### src/rtl/gray_scott_stencil_step_top_defines.svh
// assertion macros used by the result queue
`ifndef GRAY_SCOTT_STENCIL_STEP_TOP_DEFINES_SVH
`define GRAY_SCOTT_STENCIL_STEP_TOP_DEFINES_SVH
`ifndef SYNTH
// same-cycle implication
`define GSS_ASSERT_IMP(lbl, clk, rst_n, ante, cons) \
    lbl: assert property (@(posedge clk) disable iff (!rst_n) (ante) |-> (cons)) \
        else $error("gss: same-cycle check failed");
// next-cycle implication
`define GSS_ASSERT_NXT(lbl, clk, rst_n, ante, cons) \
    lbl: assert property (@(posedge clk) disable iff (!rst_n) (ante) |=> (cons)) \
        else $error("gss: next-cycle check failed");
`else
`define GSS_ASSERT_IMP(lbl, clk, rst_n, ante, cons)
`define GSS_ASSERT_NXT(lbl, clk, rst_n, ante, cons)
`endif
`endif

### src/rtl/gss_pkg.sv
package gss_pkg;

    localparam int DATA_BITS     = 32;
    localparam int FRAC_BITS     = 24;
    localparam int MAX_ROW_WIDTH = 1024;
    localparam int REG_BITS      = 31;
    localparam int WIDTH_BITS    = 11;
    localparam int FIFO_DEPTH    = 16;
    localparam int DP_STAGES     = 7;
    localparam int ADDR_BITS     = 5;

    typedef logic signed [DATA_BITS-1:0]   data_t;
    typedef logic signed [2*DATA_BITS-1:0] wide_t;

    // register indexes
    localparam logic [2:0] REG_TIME_STEP   = 3'd0;
    localparam logic [2:0] REG_DIFFUSION_U = 3'd1;
    localparam logic [2:0] REG_DIFFUSION_V = 3'd2;
    localparam logic [2:0] REG_FEED_RATE   = 3'd3;
    localparam logic [2:0] REG_KILL_RATE   = 3'd4;
    localparam logic [2:0] REG_INV_DX_SQ   = 3'd5;
    localparam logic [2:0] REG_INV_DY_SQ   = 3'd6;
    localparam logic [2:0] REG_ROW_WIDTH   = 3'd7;

    // reset values
    localparam logic [REG_BITS-1:0]   RST_TIME_STEP   = 31'd16777216;
    localparam logic [REG_BITS-1:0]   RST_DIFFUSION_U = 31'd3355443;
    localparam logic [REG_BITS-1:0]   RST_DIFFUSION_V = 31'd1677721;
    localparam logic [REG_BITS-1:0]   RST_FEED_RATE   = 31'd922746;
    localparam logic [REG_BITS-1:0]   RST_KILL_RATE   = 31'd1040187;
    localparam logic [REG_BITS-1:0]   RST_INV_DX_SQ   = 31'd16777216;
    localparam logic [REG_BITS-1:0]   RST_INV_DY_SQ   = 31'd16777216;
    localparam logic [WIDTH_BITS-1:0] RST_ROW_WIDTH   = 11'd256;

    // per-item control that travels with the data
    typedef struct packed {
        logic has_lag;
        logic border;
        logic lr;
        logic fend;
    } ctrl_t;

    // five-point neighbourhood of one field
    typedef struct packed {
        data_t up;
        data_t left;
        data_t ctr;
        data_t right;
        data_t down;
    } win_t;

    // results of one item: lagged cell and last-row cell
    typedef struct packed {
        logic  has_lag;
        data_t lag_u;
        data_t lag_v;
        logic  has_thru;
        data_t thru_u;
        data_t thru_v;
        logic  fend;
    } pair_t;

    function automatic wide_t ext(input data_t x);
        return wide_t'(x);
    endfunction

    function automatic data_t sat(input wide_t x);
        wide_t maxv;
        wide_t minv;
        maxv = {{(DATA_BITS+1){1'b0}}, {(DATA_BITS-1){1'b1}}};
        minv = ~maxv;
        if (x > maxv) begin
            return data_t'(maxv);
        end
        if (x < minv) begin
            return data_t'(minv);
        end
        return data_t'(x);
    endfunction

    // fixed-point product, floor shift, saturated
    function automatic data_t mulq(input data_t a, input data_t b);
        wide_t p;
        p = ext(a) * ext(b);
        p = p >>> FRAC_BITS;
        return sat(p);
    endfunction

endpackage

### src/rtl/gss_res_fifo.sv
`include "gray_scott_stencil_step_top_defines.svh"

module gss_res_fifo (
    input  logic                               clk,
    input  logic                               rst_n,
    input  logic                               push,
    input  gss_pkg::pair_t                     push_data,
    output logic [$clog2(gss_pkg::FIFO_DEPTH+1)-1:0] count,
    output logic                               out_valid,
    input  logic                               out_ready,
    output gss_pkg::data_t                     u_next,
    output gss_pkg::data_t                     v_next,
    output logic                               frame_end,
    output logic                               run_last
);

    localparam int PW   = $clog2(gss_pkg::FIFO_DEPTH);
    localparam int CNTW = $clog2(gss_pkg::FIFO_DEPTH + 1);

    gss_pkg::pair_t mem_reg [gss_pkg::FIFO_DEPTH];
    logic [PW-1:0]   wr_reg, rd_reg;
    logic [CNTW-1:0] count_reg, count_next;
    logic            sent_reg, sent_next;
    gss_pkg::pair_t  head;
    logic            push_en, show_lag, fire, pop;

    // head selection: lagged cell first, then the last-row cell
    always_comb
    begin
        head      = mem_reg[rd_reg];
        push_en   = push & (push_data.has_lag | push_data.has_thru);
        show_lag  = head.has_lag & ~sent_reg;
        out_valid = (count_reg != '0);
        u_next    = show_lag ? head.lag_u : head.thru_u;
        v_next    = show_lag ? head.lag_v : head.thru_v;
        frame_end = show_lag ? 1'b0 : head.fend;
        run_last  = show_lag ? ~head.has_thru : 1'b1;
        fire      = out_valid & out_ready;
        pop       = fire & (~show_lag | ~head.has_thru);
        sent_next = pop ? 1'b0 : (fire ? 1'b1 : sent_reg);
        count_next = count_reg + CNTW'(push_en) - CNTW'(pop);
    end

    // pointers and fill level
    always_ff @(posedge clk or negedge rst_n)
    begin
        if (!rst_n)
        begin
            wr_reg    <= '0;
            rd_reg    <= '0;
            count_reg <= '0;
            sent_reg  <= 1'b0;
        end
        else
        begin
            count_reg <= count_next;
            sent_reg  <= sent_next;
            if (push_en)
            begin
                wr_reg <= wr_reg + 1'b1;
            end
            if (pop)
            begin
                rd_reg <= rd_reg + 1'b1;
            end
        end
    end

    // entry storage
    always_ff @(posedge clk)
    begin
        if (push_en)
        begin
            mem_reg[wr_reg] <= push_data;
        end
    end

    assign count = count_reg;

    `GSS_ASSERT_IMP(a_no_overflow, clk, rst_n, push_en, count_reg < CNTW'(gss_pkg::FIFO_DEPTH))
    `GSS_ASSERT_NXT(a_fill_up, clk, rst_n, push_en && !pop, count_reg == CNTW'($past(count_reg) + 1'b1))
    `GSS_ASSERT_IMP(a_sent_pair, clk, rst_n, sent_reg, out_valid && head.has_lag && head.has_thru)

endmodule

### config.mk
export PLATFORM = sky130hd
export DESIGN_NAME = gss_res_fifo
export DESIGN_NICKNAME = d
export VERILOG_FILES = /design/src/rtl/gss_pkg.sv /design/src/rtl/gss_res_fifo.sv
export VERILOG_INCLUDE_DIRS = /design/src /design/src/rtl
export SDC_FILE = /design/constraint.sdc
export NUM_CORES = 2
export LEC_CHECK = 0
export BUFFER_PORTS_ARGS = -buffer_cell sky130_fd_sc_hd__buf_4
export CORE_ASPECT_RATIO = 1.25
export CORE_MARGIN = 2
export CORE_UTILIZATION = 40
export DETAILED_ROUTE_END_ITERATION = 8
export PLACE_DENSITY = 0.54
export SLEW_MARGIN = 15
export SYNTH_ARGS = -nofsm -noshare
export SYNTH_HDL_FRONTEND = slang
export SYNTH_SLANG_ARGS = --single-unit
export TNS_END_PERCENT = 30
### constraint.sdc
create_clock -name clk -period 15.4 [get_ports clk]
set_clock_uncertainty 0.2 [all_clocks]
set_input_delay 1.54 -clock clk [delete_from_list [all_inputs] [get_ports clk]]
set_output_delay 1.54 -clock clk [all_outputs]
set_load 0.01 [all_outputs]
==> out/metrics.csv <==
stage,metric,value,unit
sta,unrepaired setup endpoints after global routing,no,
sta,Period minus WS final,7.625,ns
final_layout,"non-filler cells, final",6448,
route,Antenna Nets Post-Route,0,
route,first-pass iteration count of the detailed router,5,
hold_path,class of the worst hold path,in -> async,
route,DRC violations left,0,
sta,Setup-failing EPs final,0,
critical_path,Crit Path Max Fanout,67,
placed_design,Final GP Congestion,0.6932,
floorplanning,Die Ht,507.8,um
final_layout,cell area after layout,92160,um^2
pwr,"Power, Total",0.01695,W
synthesis,"Seq/Total Area, Yosys",77.93,%
global_route,largest net degree at the start of global routing,106,
critical_path,WP data arrival,5.89,ns
pwr,pwr/cell area,183.9,nW/um^2
critical_path,Critical Path End Type,output pin,
global_route,vias in the first global route,37721,
final_layout,Post-layout nets,3734,
final_layout,Multi-input gate area,16590,um^2
critical_path,CP startpoint kind,register,
final_layout,max reg flops,2096,
sta,final hold vios,0,
placed_design,port bufs,206,
global_route,"Remaining Overflow, GRT",0,
floorplanning,# rows,184,
cts,Worst-Skew Late Latency,0.84,ns
placed_design,Post-DP Area,85740,um^2
floorplanning,Core Box Area,201400,um^2
synthesis,Synth Cell Area,81210,um^2
global_route,antenna violations before repair,47,
final_layout,most frequent cells in the layout,"2096 x edfxtp_1, 559 x mux4_2, 264 x buf_4",
final_layout,# fillers,16675,
cts,post-cts sizing count,0,
placed_design,DP HPWL,92.97,mm
global_route,first-pass GRT wire length,272.7,mm
synthesis,Avg Inst Size Synth,24.84,um^2
route,DR WL/cell,29.38,um
final_layout,final core occ,45.75,%
cts,clock slew at reported path FFs,0.06,ns
cts,cts hold-fix bufs,0,
sta,Slew HR,26.70,%
cts,clk buf depth,3,
sta,worst slew pin tran,1.099,ns
synthesis,Gate Count Post-Synth,3269,
sta,f_max,131.1,MHz
synthesis,Main synth FF type,edfxtp_1,
outcome,status,completed,
pwr,peak supply drop,167.9,uV
final_layout,"commonest non-fill, non-tap cell in the layout",edfxtp_1,
synthesis,Yosys warning total,0,
job,max cap viols,0,
synthesis,"Async S/R FF share, synth",0.6635,%
route,via count,35613,
floorplanning,# IOs,207,
sta,"Slew Viols, Final",0,
synthesis,post-synth net total,3415,
route,Total Wirelength,189.5,mm
synthesis,synthesized flop and latch total,2110,
critical_path,FF-to-FF path depth,13,
pwr,Pleak,29.52,nW
critical_path,Worst EP required,13.66,ns
final_layout,P&R area growth vs syn,13.49,%
floorplanning,chip width,407.0,um
cts,CTS Buf Count,206,
cts,CTS tree,yes,
global_route,all-layer global routing usage,18.48,%
cts,post-CTS setup buffers,0,
final_layout,share of cells above drive strength 1,30.07,%
critical_path,WS Path Type,reg -> out,
floorplanning,initial core utilization,40.32,%
synthesis,Unique masters post-synth,38,
route,detailed router's first-iteration violation count,3588,
cts,Root Driver,clkbuf_16,
sta,setup TNS,0,ns
route,Via density,5.523,
final_layout,Register Area,63300,um^2
cts,Sinks on Clock Net,2110,
placed_design,Cells after DPL,6077,
floorplanning,Die Area,206700,um^2
synthesis,number of flops mapped to enable cells by yosys,2096,
cts,H-tree level count,4,
sta,final worst-path cycle share,49.52,%
==> Yosys cell counts (2+ instances only) <==
cell | instances | area, um^2
ha_1 | 10 | 125.1
buf_4 | 16 | 120.1
buf_6 | 53 | 596.8
buf_1 | 4 | 15.01
inv_1 | 70 | 262.8
nor2_1 | 17 | 63.81
nand2_1 | 7 | 26.28
buf_2 | 78 | 390.4
nand3b_1 | 2 | 15.01
mux2_2 | 2 | 22.52
mux4_2 | 559 | 12590
o21a_1 | 2 | 15.01
nand2b_1 | 2 | 12.51
edfxtp_1 | 2096 | 62940
nor3_1 | 4 | 20.02
clkbuf_1 | 12 | 45.04
mux2i_1 | 262 | 2623
mux4_1 | 28 | 735.7
xnor2_1 | 8 | 70.07
a21oi_1 | 3 | 15.01
nand4_1 | 2 | 12.51
xor2_1 | 3 | 26.28
dfrtp_1 | 14 | 350.3
==> layout make-up <==
type / instances / share of cell area (%)
diodes: 7 / 0.01901
clock buffers: 259 / 5.855
flip-flops and latches: 2110 / 68.68
well taps: 2697 / 3.661
repair buffers: 275 / 2.389
multi-input cells: 924 / 18.00
clock inverters: 105 / 1.093
inverters: 71 / 0.2973
==> logic make-up after synthesis <==
logic type	count (synthesis)	share of synthesized area, %
AO/OA/AOI/OAI	11	0.09398
XOR/XNOR	11	0.1186
adder cells (fa/ha/maj)	11	0.1787
buffers and inverters	235	1.775
flip-flops	2110	77.93
multiplexers	851	19.66
AND/OR/NAND/NOR	40	0.2373
==> per-layer routing <==
layer | global-route usage, % | wire length, um | vias to the layer above
li1 | - | - | 14680
met1 | 25.81 | 81720 | 19686
met2 | 29.20 | 91240 | 863
met3 | 4.901 | 12680 | 312
met4 | 4.136 | 3356 | 72
met5 | 0 | 464 | -
==> power by group <==
group          leakage, nW  total [W]  internal (W)  switching (W)
combinational         7.33    0.00514       0.00242        0.00273
sequential            19.1    0.00694       0.00678       0.000168
clock                 3.12    0.00486       0.00275        0.00211
==> critical path: stages, from the launching register on <==
cell and delay, ns:
dfrtp_4 0.90, buf_4 0.81, buf_4 0.79, buf_4 0.88
mux4_2 0.37, mux2i_1 0.09, mux4_1 0.64, inv_1 0.14
buf_4 0.14
==> worst paths after layout <==
check / slack (ns) / startpoint / to
hold reg to reg: 0.35 / sent_reg / sent_reg
max in group asynchronous: 14.45 / rst_n / rd_reg[2]
setup / recovery: 7.77 / rd_reg[1] / v_next[6]
setup reg to reg: 9.59 / rd_reg[0] / count[4]
min in group clk: 0.35 / sent_reg / sent_reg
hold / removal: 0.34 / rst_n / wr_reg[3]
==> stage by stage <==
step / worst slack, ns / hold slack [ns]
final: 7.775 / 0.3443
after detailed placement: 8.539 / 0.3343
after CTS: 7.602 / 0.2803
after global placement: 8.554 / 0.3300
after floorplan: 3.452 / 0.2874
after global routing: 7.311 / 0.3043
Note: power is estimated with default switching activity, not from simulation.
